**src/rtl/bf3i_pkg.sv**
```systemverilog
// Shared types, constants and helper functions for the inverted 3x3 box filter.
// No dependencies; bf3i_pos, bf3i_win and the top level import this package.
package bf3i_pkg;

  localparam int MAX_WIDTH   = 1024;
  localparam int MAX_HEIGHT  = 4096;
  localparam int COL_W       = $clog2(MAX_WIDTH);
  localparam int ROW_W       = $clog2(MAX_HEIGHT);
  localparam int PIX_W       = 8;
  localparam int LINE_W      = 2 * PIX_W;
  localparam int WREG_W      = 11;
  localparam int HREG_W      = 13;
  localparam int SUM_W       = 12;
  localparam int DIV9_MUL    = 3641;   // ceil(2^15 / 9), exact for sums below 2^15
  localparam int DIV9_SHIFT  = 15;
  localparam int PROD_W      = SUM_W + $clog2(DIV9_MUL + 1);
  localparam int OUT_DATA_W  = 32;
  localparam int APB_DATA_W  = 32;
  localparam int APB_ADDR_W  = 3;
  localparam int RST_WIDTH   = 640;
  localparam int RST_HEIGHT  = 480;
  localparam int MIN_DIM     = 3;

  localparam logic [PIX_W-1:0] PIX_MAX = '1;

  typedef enum logic {
    REG_WIDTH  = 1'b0,
    REG_HEIGHT = 1'b1
  } reg_idx_t;

  typedef enum logic {
    CMD_PIXEL = 1'b0,
    CMD_FLUSH = 1'b1
  } cmd_t;

  // Output position and flags that travel with an item down the pipeline
  typedef struct packed {
    logic             emit;
    logic             border;
    logic             fend;
    logic [ROW_W-1:0] row;
    logic [COL_W-1:0] col;
  } pos_t;

  // Clamp a width register value and return the index of the last column
  function automatic logic [COL_W-1:0] width_last(input logic [WREG_W-1:0] v);
    if (v < WREG_W'(MIN_DIM)) begin
      return COL_W'(MIN_DIM - 1);
    end else if (v > WREG_W'(MAX_WIDTH)) begin
      return COL_W'(MAX_WIDTH - 1);
    end else begin
      return COL_W'(v - WREG_W'(1));
    end
  endfunction

  // Clamp a height register value and return the index of the last row
  function automatic logic [ROW_W-1:0] height_last(input logic [HREG_W-1:0] v);
    if (v < HREG_W'(MIN_DIM)) begin
      return ROW_W'(MIN_DIM - 1);
    end else if (v > HREG_W'(MAX_HEIGHT)) begin
      return ROW_W'(MAX_HEIGHT - 1);
    end else begin
      return ROW_W'(v - HREG_W'(1));
    end
  endfunction

endpackage

```
**src/rtl/bf3i_win.sv**
```systemverilog
// 3x3 window registers and the adder tree over the nine taps.
// Depends on bf3i_pkg.
module bf3i_win (
  input  logic                       clk,
  input  logic                       rst,
  input  logic                       shift,
  input  logic [bf3i_pkg::PIX_W-1:0] top,
  input  logic [bf3i_pkg::PIX_W-1:0] mid,
  input  logic [bf3i_pkg::PIX_W-1:0] px,
  output logic [bf3i_pkg::SUM_W-1:0] sum
);
  import bf3i_pkg::*;

  localparam int ROWSUM_W = PIX_W + 2;

  // Row r holds taps 3r..3r+2, oldest row first, newest column last
  logic [PIX_W-1:0]    win [9];
  logic [ROWSUM_W-1:0] row_sum [3];

  always_ff @(posedge clk) begin
    if (rst) begin
      for (int i = 0; i < 9; i++) begin
        win[i] <= '0;
      end
    end else if (shift) begin
      for (int r = 0; r < 3; r++) begin
        win[3*r]   <= win[3*r+1];
        win[3*r+1] <= win[3*r+2];
      end
      win[2] <= top;
      win[5] <= mid;
      win[8] <= px;
    end
  end

  always_comb begin
    for (int r = 0; r < 3; r++) begin
      row_sum[r] = ROWSUM_W'(win[3*r]) + ROWSUM_W'(win[3*r+1]) + ROWSUM_W'(win[3*r+2]);
    end
    sum = SUM_W'(row_sum[0]) + SUM_W'(row_sum[1]) + SUM_W'(row_sum[2]);
  end

endmodule

```
**config.mk**
```make
export PLATFORM = sky130hd
export DESIGN_NAME = bf3i_win
export DESIGN_NICKNAME = d
export VERILOG_FILES = /design/src/rtl/bf3i_pkg.sv /design/src/rtl/bf3i_win.sv
export SDC_FILE = /design/constraint.sdc
export NUM_CORES = 1
export LEC_CHECK = 0
export ABC_AREA = 1
export BUFFER_PORTS_ARGS = -buffer_cell sky130_fd_sc_hd__buf_2
export CAP_MARGIN = 20
export CORE_AREA = 3 3 145 147
export DETAILED_ROUTE_END_ITERATION = 8
export DIE_AREA = 0 0 148 150
export GPL_TIMING_DRIVEN = 0
export PLACE_DENSITY = 0.37
export SYNTH_ARGS = -nofsm -noshare
export SYNTH_HDL_FRONTEND = slang
export SYNTH_SLANG_ARGS = --single-unit
```
**constraint.sdc**
```tcl
create_clock -name clk -period 13.4 [get_ports clk]
set_input_delay 4.02 -clock clk [delete_from_list [all_inputs] [get_ports clk]]
set_output_delay 4.02 -clock clk [all_outputs]
set_load 0.01 [all_outputs]
```
-- Word level (Yosys, flattened, before mapping)
Memory sizes are Yosys's and may differ from the RTL's.
Cells that the tools add are included.
- bitwise logic cells: 9
- $add $sub $neg: 8
- muxes and demuxes: 14
- operator list (kind ; count):
    $mux W8 ; 9
    $add A9 B8 Y10 ; 3
    $add A8 B8 Y9 ; 3
    $add A11 B10 Y12 ; 1
    $add A10 B10 Y11 ; 1
    $or A1 B1 Y1 ; 9
    $mux W1 ; 5
- register bits after elaboration: 0
- bits of input ports: 27
- logic and storage cells: 32
- memory bits (writable): 72
- memories kept: 1
- memories (memory ; words ; bits a word ; read ports ; clocked after Yosys merged registers in ; wr ports ; line ; RTL):
    win ; 9 ; 8 ; 9 ; 0 ; 9 ; bf3i_win.sv:17 ; logic [PIX_W-1:0] win [9];

-- Logic depth before layout (Yosys ltp)
- depth in word-level cells: 4
- gate-level depth with buffers: 18
- mapped depth without buffers: 18

-- Worst setup path after synthesis
Ideal clock, no wire load.
- path kind: reg2out
- start: memory win[4][2], in the netlist win[1][2]
- end: output sum[6] in the netlist's numbering
- arrival: 3.578 ns
- stages on the path, launching flop included: 17
- path slack: 5.802 ns
- cells stage by stage: edfxtp_1 -> inv_1 -> fa_1 -> inv_1 -> fa_1 -> fa_1 -> inv_1 -> fa_1 -> inv_1 -> ha_1 -> inv_1 -> fa_1 -> inv_1 -> nand2_1 -> nand2_1 -> nand2_1 -> xnor2_1
- RTL lines (what ; line ; RTL):
    start, declared ; bf3i_win.sv:17 ;
    end, declared ; bf3i_win.sv:10 ; output logic [bf3i_pkg::SUM_W-1:0] sum

==> results.sh <==
export IMPL_reg_top3="win: 72 flops"
export IMPL_drt_pre_antenna_iters=4
export IMPL_synth_warnings=0
export IMPL_largest_register="win"
export IMPL_synth_ff_type="edfxtp_1"
export IMPL_cts_sinks=72
export IMPL_cts_resized=0
export IMPL_routed_wl_um=8968
export IMPL_drc=0
export IMPL_layout_common_cells="149 x inv_1, 76 x nor2_1, 72 x edfxtp_1"
export IMPL_cts_setup_buffers=0
export IMPL_vias_per_cell=3.487
export IMPL_syn_nets=517
export IMPL_max_cap_violations=0
export IMPL_initial_utilization_pct=22.58
export IMPL_grt_pass1_vias=2865
export IMPL_period_share_pct=61.27
export IMPL_place_gp_congestion=0.7458
export IMPL_p_total_mw=1.127
export IMPL_cts_clk_slew_worst_paths_ns=0.06
export IMPL_drv_slew=0
export IMPL_postSynthCellCount=423
export IMPL_fin_setup_tns_ns=0
export IMPL_max_freq_mhz=121.8
export IMPL_numCtsBuffers=9
export IMPL_peakVddDrop_mv=0.06558
export IMPL_areaGrowthSynthToFinish_pct=19.75
export IMPL_slew_headroom_pct=76.82
export IMPL_final_common_cell="inv_1"
export IMPL_drive_above_1_share_pct=12.76
export IMPL_dpl_hpwl_um=6917
export IMPL_ys_seq_area_share_pct=47.79
export IMPL_finalHoldViolations=0
export IMPL_synthArstFlopShare_pct=0
export IMPL_clkLatencyLatePin_ns=0.34
export IMPL_start_kind="flip-flop"
export IMPL_synth_edff_count=72
export IMPL_cpPeakStageDelay_ns=0.55
export IMPL_grt_pass1_wl_um=14590
export IMPL_crit_fanout=3
export IMPL_hold_path_class="flip-flop to flip-flop"
export IMPL_largest_reg_flops=72
export IMPL_synth_cell_types=15
export IMPL_std_cell_rows=52
export IMPL_setup_viol=0
export IMPL_p_per_area_mw_per_mm2=208.0
export IMPL_root_buffer="clkbuf_16"
export IMPL_core_area_sq_mm=0.02004
export IMPL_die_x_um=148
export IMPL_grtUsageTotal_pct=8.698
export IMPL_vias=2608
export IMPL_grt_overflow=0
export IMPL_critPathSlowestCell="fa_1"
export IMPL_ant_nets=0
export IMPL_crit_top_cell="inv_1"
export IMPL_drt_iter0_drc=135
export IMPL_critPathCaptureType="output pin"
export IMPL_cts_tree="yes"
export IMPL_grt_setup_unrepaired="no"
export IMPL_path_cells="inv_1 > fa_1 > inv_1 > fa_1 > fa_1 > inv_1 > fa_1 > inv_1 > ha_1 > inv_1 > fa_1 > inv_1 > nand2_1 > nand2_1 > nand3_1 > nand2_1 > nand2_1 > nand2_1 > buf_2"
export IMPL_crit_family="adder cells"
export IMPL_status="completed"
export IMPL_ctsHtreeMaxLevel=3
export IMPL_die_h_um=150
export IMPL_grt_max_degree=53
export IMPL_syn_avg_cell_area_sq_um=10.70
export IMPL_diodes=0
export IMPL_cts_hold_buf=0
export IMPL_synth_seq_cells=72
export IMPL_cp_data_arrival_time_ns=4.19
export IMPL_clk_path_buf_depth=2
export IMPL_fin_nets=567
export IMPL_syn_area_sq_mm=0.004524
export IMPL_postLayoutCoreUtil_pct=27.04
export IMPL_path_buf_inv=7
export IMPL_fin_skew_ns=0.009455
export IMPL_antenna_found_initial=0
export IMPL_die_area_sq_mm=0.02220
export IMPL_path_class="flip-flop to output pin"
export IMPL_portBuffers=38
export IMPL_worst_pin_slew_ns=0.3477
export IMPL_avgRoutedWirePerCell_um=11.99
export IMPL_io_pins=39
export IMPL_critPathRequiredTime_ns=9.38
export IMPL_finalCriticalPeriod_ns=8.210
export IMPL_p_leak_nw=2.592
-- worst paths after layout --
check / from / end / slack, ns / cells after the start
max: win[1][2]$_SDFFCE_PN0P_ / sum[10] / 5.19 / 19
min: win[1][3]$_SDFFCE_PN0P_ / win[0][27]$_SDFFCE_PN0P_ / 0.58 / 2
max reg2reg: win[0][21]$_SDFFCE_PN0P_ / win[0][13]$_SDFFCE_PN0P_ / 12.56 / 2
min reg2reg: win[1][3]$_SDFFCE_PN0P_ / win[0][27]$_SDFFCE_PN0P_ / 0.58 / 2
-- metrics by stage --
| step | instances | setup slack [ns] | hold slack, ns | instance area, sq um |
|---|---|---|---|---|
| after floorplan | 423 | 5.802 | 0.5494 | 4524 |
| after global placement | 731 | 5.526 | 0.5608 | 5052 |
| after detailed placement | 732 | 5.512 | 0.5758 | 5082 |
| after CTS | 748 | 5.141 | 0.5898 | 5418 |
| after global routing | 748 | 4.874 | 0.6271 | 5418 |
| final | 748 | 5.190 | 0.5848 | 5418 |
-- kinds of logic (layout without fill, tap and decap cells) --
group           Yosys count  after routing  share of synthesized area [%]
simple gates            121            121                          10.56
buf+inv                 156            211                          13.14
compound gates            4              4                         0.4423
xor+xnor                  3              3                         0.5809
fa+ha+maj                67             67                          27.49
flops                    72             72                          47.79
-- worst register-to-register path, delay by kind of cell, from the launching register on --
kind / cells / cell delay [ns]
flops: 1 / 0.46
simple gates: 1 / 0.04
buf+inv: 1 / 0.08
-- synthesized netlist by cell type, types with 2 or more instances --
| cell | n | area (sq um) |
|---|---|---|
| nand2_1 | 33 | 123.9 |
| edfxtp_1 | 72 | 2162 |
| ha_1 | 13 | 162.7 |
| xnor2_1 | 3 | 26.28 |
| nor2_1 | 76 | 285.3 |
| or2_1 | 2 | 12.51 |
| fa_1 | 54 | 1081 |
| a21oi_1 | 3 | 15.01 |
| nand3_1 | 6 | 30.03 |
| nand3b_1 | 2 | 15.01 |
| inv_1 | 149 | 559.3 |
| buf_2 | 7 | 35.03 |
-- where the power goes --
| group | internal, mW | switching [mW] |
|---|---|---|
| Sequential | 0.265 | 0.00911 |
| Clock | 0.180 | 0.0931 |
| Combinational | 0.242 | 0.338 |
| Total | 0.687 | 0.440 |
-- layout make-up --
cell class,count,area (sq um)
Fill cell,2195,14620
Sequential cell,72,2162
Multi-Input combinational cell,195,1770
Inverter,149,559.3
Tap cell,270,337.8
Clock buffer,9,225.2
Timing Repair Buffer,39,217.7
Clock inverter,7,110.1
Buffer,7,35.03
-- per-layer routing --
metal | track usage [%] | vias to the layer above | wire (um)
met1 | 12.02 | 1239 | 4599
met5 | 0 | - | 0
met3 | 1.878 | 11 | 257
met4 | 4.018 | 0 | 186
li1 | - | 1321 | -
met2 | 13.06 | 37 | 3925
(Power assumes the default switching activity.)
