### src/rtl/bf3i_pkg.sv
// Shared types, constants and helper functions for the inverted 3x3 box filter.
// No dependencies; bf3i_pos, bf3i_win and the top level import this package.
package bf3i_pkg;

  localparam int MAX_WIDTH   = 1024;
  localparam int MAX_HEIGHT  = 4096;
  localparam int COL_W       = $clog2(MAX_WIDTH);
  localparam int ROW_W       = $clog2(MAX_HEIGHT);
  localparam int PIX_W       = 8;
  localparam int LINE_W      = 2 * PIX_W;
  localparam int WREG_W      = 11;
  localparam int HREG_W      = 13;
  localparam int SUM_W       = 12;
  localparam int DIV9_MUL    = 3641;   // ceil(2^15 / 9), exact for sums below 2^15
  localparam int DIV9_SHIFT  = 15;
  localparam int PROD_W      = SUM_W + $clog2(DIV9_MUL + 1);
  localparam int OUT_DATA_W  = 32;
  localparam int APB_DATA_W  = 32;
  localparam int APB_ADDR_W  = 3;
  localparam int RST_WIDTH   = 640;
  localparam int RST_HEIGHT  = 480;
  localparam int MIN_DIM     = 3;

  localparam logic [PIX_W-1:0] PIX_MAX = '1;

  typedef enum logic {
    REG_WIDTH  = 1'b0,
    REG_HEIGHT = 1'b1
  } reg_idx_t;

  typedef enum logic {
    CMD_PIXEL = 1'b0,
    CMD_FLUSH = 1'b1
  } cmd_t;

  // Output position and flags that travel with an item down the pipeline
  typedef struct packed {
    logic             emit;
    logic             border;
    logic             fend;
    logic [ROW_W-1:0] row;
    logic [COL_W-1:0] col;
  } pos_t;

  // Clamp a width register value and return the index of the last column
  function automatic logic [COL_W-1:0] width_last(input logic [WREG_W-1:0] v);
    if (v < WREG_W'(MIN_DIM)) begin
      return COL_W'(MIN_DIM - 1);
    end else if (v > WREG_W'(MAX_WIDTH)) begin
      return COL_W'(MAX_WIDTH - 1);
    end else begin
      return COL_W'(v - WREG_W'(1));
    end
  endfunction

  // Clamp a height register value and return the index of the last row
  function automatic logic [ROW_W-1:0] height_last(input logic [HREG_W-1:0] v);
    if (v < HREG_W'(MIN_DIM)) begin
      return ROW_W'(MIN_DIM - 1);
    end else if (v > HREG_W'(MAX_HEIGHT)) begin
      return ROW_W'(MAX_HEIGHT - 1);
    end else begin
      return ROW_W'(v - HREG_W'(1));
    end
  endfunction

endpackage

### src/rtl/bf3i_pos.sv
// Input and output position counters: priming, border and frame-end flags.
// Depends on bf3i_pkg.
module bf3i_pos (
  input  logic                      clk,
  input  logic                      rst,
  input  logic                      clear,
  input  logic                      accept,
  input  logic [bf3i_pkg::COL_W-1:0] w_last,
  input  logic [bf3i_pkg::ROW_W-1:0] h_last,
  output bf3i_pkg::pos_t            pos,
  output logic [bf3i_pkg::COL_W-1:0] in_col
);
  import bf3i_pkg::*;

  localparam logic [1:0] ROWS_FULL = 2'd2;

  logic [COL_W-1:0] in_col_next;
  logic [1:0]       in_rows, in_rows_next;  // saturates once two rows are in
  logic [ROW_W-1:0] out_row, out_row_next;
  logic [COL_W-1:0] out_col, out_col_next;

  always_comb begin
    pos.emit   = (in_rows == ROWS_FULL) || ((in_rows == 2'd1) && (in_col != '0));
    pos.border = (out_row == '0) || (out_col == '0) ||
                 (out_row >= h_last) || (out_col >= w_last);
    pos.fend   = (out_row >= h_last) && (out_col >= w_last);
    pos.row    = out_row;
    pos.col    = out_col;
  end

  always_comb begin
    in_col_next  = in_col;
    in_rows_next = in_rows;
    out_row_next = out_row;
    out_col_next = out_col;
    if (clear) begin
      in_col_next  = '0;
      in_rows_next = '0;
      out_row_next = '0;
      out_col_next = '0;
    end else if (accept) begin
      if (in_col >= w_last) begin
        in_col_next = '0;
        if (in_rows != ROWS_FULL) begin
          in_rows_next = in_rows + 2'd1;
        end
      end else begin
        in_col_next = in_col + COL_W'(1);
      end
      if (pos.emit) begin
        if (pos.fend) begin
          in_col_next  = '0;
          in_rows_next = '0;
          out_row_next = '0;
          out_col_next = '0;
        end else if (out_col >= w_last) begin
          out_col_next = '0;
          out_row_next = out_row + ROW_W'(1);
        end else begin
          out_col_next = out_col + COL_W'(1);
        end
      end
    end
  end

  always_ff @(posedge clk) begin
    if (rst) begin
      in_col  <= '0;
      in_rows <= '0;
      out_row <= '0;
      out_col <= '0;
    end else begin
      in_col  <= in_col_next;
      in_rows <= in_rows_next;
      out_row <= out_row_next;
      out_col <= out_col_next;
    end
  end

endmodule

### config.mk
export PLATFORM = sky130hd
export DESIGN_NAME = bf3i_pos
export DESIGN_NICKNAME = d
export VERILOG_FILES = /design/src/rtl/bf3i_pkg.sv /design/src/rtl/bf3i_pos.sv
export SDC_FILE = /design/constraint.sdc
export NUM_CORES = 1
export LEC_CHECK = 0
export BUFFER_PORTS_ARGS = -buffer_cell sky130_fd_sc_hd__buf_4
export CAP_MARGIN = 10
export CORE_AREA = 3 3 105 107
export DETAILED_ROUTE_END_ITERATION = 16
export DIE_AREA = 0 0 108 110
export PLACE_DENSITY = 0.4
export SYNTH_ARGS = -nofsm -noshare
export SYNTH_HDL_FRONTEND = slang
export SYNTH_SLANG_ARGS = --single-unit
### constraint.sdc
create_clock -name clk -period 2.7 [get_ports clk]
set_clock_uncertainty 0.1 [all_clocks]
set_input_delay 0.27 -clock clk [delete_from_list [all_inputs] [get_ports clk]]
set_output_delay 0.27 -clock clk [all_outputs]
set_load 0.005 [all_outputs]
After elaboration in Yosys (flattened, before gate mapping)
Cells that the tools add are included.

storage, ports and cells
  bits in registers = 34
  output and inout port bits = 35
  input bits = 26
  word-level logic and storage cells = 38

cells by class
  eq/ne operators = 3
  $lt $le $gt $ge = 3
  reduce and logical (&&, ||, !) cells = 13
  muxes and demuxes = 11
  add/sub/neg operators = 4

operator list
  cell                   number
  $mux 10                5
  $mux 12                2
  $add 10x1->10 const B  2
  $ge 10x10->1           2
  $add 12x1->12 const B  1
  $ge 12x12->1           1
  $logic_not 12->1       1
  $logic_not 10->1       1
  $reduce_bool 10->1     1
  $mux 2                 4
  $logic_or 1x1->1       4
  $reduce_and 3->1       1
  $add 2x1->2 const B    1
  $eq 2x1->1 const B     1
  $eq 2x2->1 const B     1
  $logic_and 1x1->1      2
  $ne 2x2->1 const B     1
  $reduce_and 2->1       1
  $reduce_bool 2->1      1
  $reduce_or 2->1        1

Longest topological paths before layout
Gate-level depths: netlist of run 1.

  word-level depth = 5
  depth in mapped cells = 10

Least setup slack after synthesis of run 1
No wires, ideal clock.

  path kind = register to register
  start = register in_col[0] in the netlist's numbering
  end = register in_col[2] in the netlist's numbering
  stages on the path, launching flop included = 11
  period minus slack after synthesis = 2.505 ns
  setup time = 0.093 ns
  buffers on the path = 1
  arrival time = 2.312 ns
  required time = 2.507 ns
  setup slack = 0.195 ns
  cells stage by stage = dfxtp_1 inv_1 ha_1 nand2b_1 a21o_1 a2111oi_2 o211a_2 o311ai_4 or2_1 buf_6 o311ai_2

between the ends
  cells in the longest elaborated chain, start to end = 4

RTL lines
  element                                       RTL line                        source
  start: declaration                            bf3i_pos.sv:11                  output logic [bf3i_pkg::COL_W-1:0] in_col
  start signal: assignment                      bf3i_pos.sv:73                  in_col <= in_col_next;
  $add 10x1->10, or another cell as far along   bf3i_pos.sv:48                  in_col_next = in_col + COL_W'(1);
  $mux 10 or $logic_and 1x1->1 (tied branches)  bf3i_pos.sv:42, bf3i_pos.sv:23
  $mux 10 or $logic_or 1x1->1 (tied branches)   bf3i_pos.sv:51, bf3i_pos.sv:23
  $mux 10 (*)                                   bf3i_pos.sv:50                  if (pos.emit) begin

Every way passes the cells marked *; elsewhere a longest branch is shown, timed or not.
A chain may end at the register's enable or synchronous reset.

==> flow_summary.toml, run 1 <==
[status]
outcome = "complete, no violations"

[power_and_ir_drop]
p_leak_nw = 1.662
pwr-share-seq_pct = 49.9
pwr-share-clk_pct = 39.6
ir_worst_vdd_uv = 171.5
p_int_mw = 0.7625
switching_share_pct = 24.31
power.switching_mw = 0.2450
combPwrFrac_pct = 10.5
p_per_area_nw_per_um2 = 288.1

[global_route]
grt_pass1_vias = 2375
grt_pass1_wl_um = 11820
antenna_found_initial = 0
grt_usage_pct = 12.53
grt-ovfl-total = 0
grt_start_max_net_pins = 13

[floorplan]
row_count = 37
dieArea_um2 = 11880
coreArea_um2 = 10230
start_util_pct = 24.83
die_w_um = 108
pin_count = 61
die_y_um = 110

[worst_hold_path]
hold_path.class = "in -> reg"

[critical_path]
cpMostUsedCell = "buf_4"
crit_path_end = "pos[23]"
cp-start-kind = "register"
path_cells = "inv_1, ha_1, nand2b_4, a31oi_2, o21ai_2, a2111oi_4, buf_4, nand4_1, buf_4"
reg2reg_depth = 11
cp_data_arrival_time_ns = 2.21
critPathCaptureType = "primary output"
crit_family = "compound AO/OA/AOI/OAI gates"
crit_buf_inv = 3
crit_start = "out_row[0]"
worst_path_max_delay_cell = "a2111oi_4"
cp.required_ns = 2.33
path_class = "reg -> out"
max_stage_delay_ns = 0.34
r2r-end = "in_col[2]"
critPathMaxFanout = 2
r2r-start = "out_row[0]"
r2r_slack_ns = 0.15
worstSetupPathDepth = 9

[cts]
clkTransAtPathRegs_ns = 0.08
clock_sinks = 34
cts_buffers = 5
cts_hold_buffers = 0
cts_buffer_depth = 2
cts_root_buf = "clkbuf_8"
clkLatencyLatePin_ns = 0.29
htree_levels = 2
cts_tree = "yes"

[flow_run]
drv_cap = 0

[timing]
rsz0062_at_grt = "true"
fmax_ghz = 0.3872
tns_ns = 0
worstMarginPinSlew_ns = 0.6317
fin_crit_ns = 2.583
hold_viol = 0
finalSetupViolCount = 0
fin_crit_sh_pct = 95.65
slew_viol_final = 0
slew_headroom_pct = 57.50

[place]
hpwlAfterDp_um = 5818
gp_congestion = 0.7638
dp_cells = 520
portBuffers = 60

[synth]
synth_edf_count = 0
seq_area_frac_synth_pct = 26.80
synthTopCellsByArea = "dfxtp_1, ha_1, inv_1"
ys_ff_latch = 34
synth_cell_types = 47
synth_common_cells = "ha_1, dfxtp_1, inv_1"
netlist_area_um2 = 2540
synth-async-reset-ratio_pct = 0
yosysMostFrequentCell = "ha_1"
synth-main-ff-cell = "dfxtp_1"
netlist_instances = 300
yosysWarningCount = 0
syn_nets = 367
yosys.area.top_type = "dfxtp_1"
avgSynthCellArea_um2 = 8.466
synth.top_cell.area_share_pct = 26.80

[route]
vias = 2367
first_pass_iters = 4
drtIter0Drc = 55
wl_per_cell_um = 13.45
drtAntennaViolNets = 0
avgViaCountPerCell = 4.449
drc_errors = 0
drt-total-wl_um = 7158

[layout]
final_cells = 532
nets = 462
drive_gt1_share_pct = 29.55
antennaDiodeCount = 0
syn_to_final_growth_pct = 37.68
-- cell usage in the layout (no fill, tap or decap), drive strengths merged, types with 2 or more instances in the layout --
cell      n
xor2     12
nand2b    8
o32ai     3
nand4    10
dfxtp    34
or3       2
nor3      6
nor4      3
inv      34
a21o      4
nor2b     3
o31ai     2
and2      2
nand3    14
a31oi     3
o21ai     8
and3     12
a21oi    13
nor2     30
xnor2     8
ha       41
a2111oi   2
or2       2
o2bb2a    2
clkbuf    7
o311ai    2
o2bb2ai   4
buf      92
a41oi     2
nand2    19
-- power by group through the flow --
stage	logic, mW	clock network, mW	registers, mW
after floorplan	0.0540	0	0.515
after global placement	0.103	0	0.514
after detailed placement	0.104	0	0.514
after CTS	0.106	0.425	0.503
after global routing	0.122	0.444	0.503
final	0.106	0.399	0.503
-- sequential cells by signal (all words and copies together), names as in the netlist --
signal and count:
in_rows 2, out_row 12, out_col 10, in_col 10
-- worst min path at each step --
stage	startpoint	endpoint	slack, ns	cells after the start
final	rst	in_col[1]	0.17	3
after global routing	rst	in_col[1]	0.18	3
after CTS	rst	in_col[1]	0.15	3
after detailed placement	in_rows[1]	in_rows[1]	0.44	2
after global placement	in_rows[1]	in_rows[1]	0.44	2
after floorplan	accept	in_col[0]	0.32	2
-- metal layers --
| metal | global-route usage [%] | vias to the layer above | routed length (µm) |
|---|---|---|---|
| met2 | 21.09 | 63 | 3232 |
| li1 | - | 1261 | - |
| met4 | 3.427 | 0 | 78 |
| met3 | 3.320 | 6 | 468 |
| met1 | 15.86 | 1037 | 3379 |
| met5 | 0 | - | 0 |
-- cell families after synthesis --
| kind of cell | after synthesis | synth area share, % |
|---|---|---|
| compound gates | 51 | 16.80 |
| xor+xnor | 20 | 6.897 |
| fa+ha+maj | 41 | 20.20 |
| buf+inv | 38 | 6.010 |
| flops | 34 | 26.80 |
| mux | 1 | 0.3941 |
| simple gates | 115 | 22.91 |
-- final cells by class --
cell class	count	area [µm²]
clock buffer	7	86.33
clock inverter	1	5.005
fill	1094	6734
inverter	34	127.6
multi-input combinational	228	1734
sequential	34	683.2
tap	136	170.2
timing repair buffer	92	690.7
-- metrics by stage --
step / setup WS (ns) / instance area, µm² / util, % / power, mW / hold slack, ns
CTS: 0.004624 / 3470 / 33.91 / 1.033 / 0.1536
floorplan: 0.1950 / 2540 / - / 0.5687 / 0.3165
detailed placement: 0.09529 / 3346 / 32.70 / 0.6184 / 0.4448
global route: -0.02663 / 3497 / 34.18 / 1.069 / 0.1769
global placement: 0.1098 / 3346 / 32.70 / 0.6173 / 0.4404
finish: 0.1174 / 3497 / 34.18 / 1.007 / 0.1695
-- timing repair --
| item | CTS | global route |
|---|---|---|
| setup endpoints to repair | 2 | 10 |
| buffers inserted | 3 | 1 |
| hold endpoints to repair | 0 | 0 |
| gates resized for setup | 2 | 5 |
| pin swaps | 2 | 3 |
-- tightest hold or removal path, stage by stage --
cell and delay [ns]:
buf_4 0.08, or2_2 0.12, a21oi_1 0.04
(Power assumes the default switching activity.)
==> run 2, diff against run 1 <==
--- a/config.mk
+++ b/config.mk
@@ -11,6 +11,7 @@
 export DETAILED_ROUTE_END_ITERATION = 16
 export DIE_AREA = 0 0 108 110
 export PLACE_DENSITY = 0.4
+export SKIP_CTS_REPAIR_TIMING = 1
 export SYNTH_ARGS = -nofsm -noshare
 export SYNTH_HDL_FRONTEND = slang
 export SYNTH_SLANG_ARGS = --single-unit
==> constraint.sdc (replaced) <==
create_clock -name clk -period 2.51 [get_ports clk]
set_clock_uncertainty 0.1 [all_clocks]
set_input_delay 0.251 -clock clk [delete_from_list [all_inputs] [get_ports clk]]
set_output_delay 0.251 -clock clk [all_outputs]
set_load 0.005 [all_outputs]
==> run 2 against run 1 <==
  * Die area unchanged
  * First-iteration DRC count up 15%
  * Combinational power up 19%
  * Total power up 4.7%
  * Sequential share of layout area down 0.67 points
  * Via count up 2.1%
  * Cell count rose by 1.7%
  * Critical path depth decreased by 1
==> flow_summary.toml, run 2 (same netlist as run 1, synthesis figures left out) <==
[cts]
cts_buffers = 5
clock_sinks = 34
clkLatencyLatePin_ns = 0.29
cts_root_buf = "clkbuf_8"
cts_buffer_depth = 2
htree_levels = 2
clkTransAtPathRegs_ns = 0.07
cts_tree = "yes"

[power_and_ir_drop]
ir_worst_vdd_uv = 169.2
pwr-share-seq_pct = 51.3
combPwrFrac_pct = 11.9
p_int_mw = 0.7971
p_leak_nw = 1.706
p_per_area_nw_per_um2 = 290.9
switching_share_pct = 24.44
pwr-share-clk_pct = 36.8
power.switching_mw = 0.2579

[layout]
largest_reg_flops = 12
seqCellArea_um2 = 684.4
fin_area_um2 = 3627
syn_to_final_growth_pct = 42.81
largest-register = "out_row"
final_cell_mix = "buf_4, ha_1, inv_1, dfxtp_1, nor2_1"
antennaDiodeCount = 0
drive_gt1_share_pct = 33.09
fillCellCount = 1072
nets = 472
final_util_pct = 35.45
multiInputGateArea_um2 = 1799
final_common_cell = "buf_4"
reg_top3 = "out_row x12, in_col x10, out_col x10"

[floorplan]
coreArea_um2 = 10230
die_y_um = 110
row_count = 37
die_w_um = 108
start_util_pct = 24.83
dieArea_um2 = 11880
pin_count = 61

[place]
gp_congestion = 0.8163
pre_cts_ws_ns = -0.02834
portBuffers = 60
place_area_um2 = 3436
hpwlAfterDp_um = 5925

[route]
first_pass_iters = 4
drt-total-wl_um = 7430
drtIter0Drc = 63
vias = 2417
avgViaCountPerCell = 4.468
wl_per_cell_um = 13.73
drtAntennaViolNets = 0
drc_errors = 0

[global_route]
grt_pass1_vias = 2398
grt_start_max_net_pins = 12
grt-ovfl-total = 0
grt_pass1_wl_um = 11960
antenna_found_initial = 0
grt_usage_pct = 12.71

[timing]
setup_slack_ns = 0.03435
slew_headroom_pct = 69.37
fin_crit_ns = 2.476
worstMarginPinSlew_ns = 0.4544
rsz0062_at_grt = "true"
fin_crit_sh_pct = 98.63
slew_viol_final = 0
hold_viol = 0
finalSetupViolCount = 0
fmax_ghz = 0.4039

[critical_path]
reg2reg_depth = 9
cp-start-kind = "register"
critPathCaptureType = "primary output"
crit_path_end = "pos[23]"
r2r_slack_ns = 0.09
cp.required_ns = 2.16
critPathMaxFanout = 3
crit_start = "out_row[2]"
path_class = "reg -> out"
cp_data_arrival_time_ns = 2.12
r2r-start = "out_row[2]"
r2r-end = "in_col[2]"

[flow_run]
drv_cap = 0

[worst_hold_path]
hold_path.class = "in -> reg"

[status]
outcome = "complete, no violations"
==> run 2: final cells by class <==
| class | instances | share of cell area [%] |
|---|---|---|
| Tap cell | 136 | 4.691 |
| Multi-Input combinational cell | 228 | 49.60 |
| Sequential cell | 34 | 18.87 |
| Timing Repair Buffer | 102 | 21.21 |
| Clock buffer | 7 | 2.104 |
| Inverter | 34 | 3.518 |
==> run 2: worst min-delay path by stage <==
stage / start / endpoint / slack, ns / depth (start not counted)
2_1_floorplan: accept / in_col[0] / 0.30 / 2
3_3_place_gp: in_rows[1] / in_rows[1] / 0.44 / 2
3_5_place_dp: in_rows[1] / in_rows[1] / 0.45 / 2
4_1_cts: rst / in_col[1] / 0.15 / 3
5_1_grt: clear / in_col[1] / 0.16 / 3
6_report: rst / in_col[1] / 0.15 / 3
==> run 2: per-layer routing <==
layer	track usage [%]	up-vias	wire length [µm]
li1	-	1274	-
met1	16.40	1073	3573
met2	20.87	63	3324
met3	3.203	7	434
met4	4.058	0	98
met5	0	-	0
==> run 2: stage by stage <==
step / setup TNS [ns] / power (mW) / hold slack, ns / instances
after floorplan: 0 / 0.6118 / 0.2975 / 300
after global placement: 0 / 0.6673 / 0.4446 / 532
after detailed placement: -0.09266 / 0.6689 / 0.4478 / 532
after CTS: -0.4579 / 1.063 / 0.1455 / 539
after global routing: -0.4659 / 1.110 / 0.1589 / 541
final: 0 / 1.055 / 0.1528 / 541
==> run 2: power groups by stage <==
stage / logic, mW / registers (mW) / clock network (mW)
after floorplan: 0.0580 / 0.554 / 0
after global placement: 0.114 / 0.553 / 0
after detailed placement: 0.116 / 0.553 / 0
after CTS: 0.117 / 0.541 / 0.406
after global routing: 0.141 / 0.540 / 0.428
final: 0.126 / 0.541 / 0.389
==> run 2: worst max-delay path: stages (launching register included) <==
cell,delay (ns)
dfxtp_2,0.36
ha_4,0.21
a21o_1,0.18
a31oi_4,0.14
o21ai_2,0.09
a2111oi_4,0.40
buf_4,0.18
nand4_1,0.11
buf_4,0.16
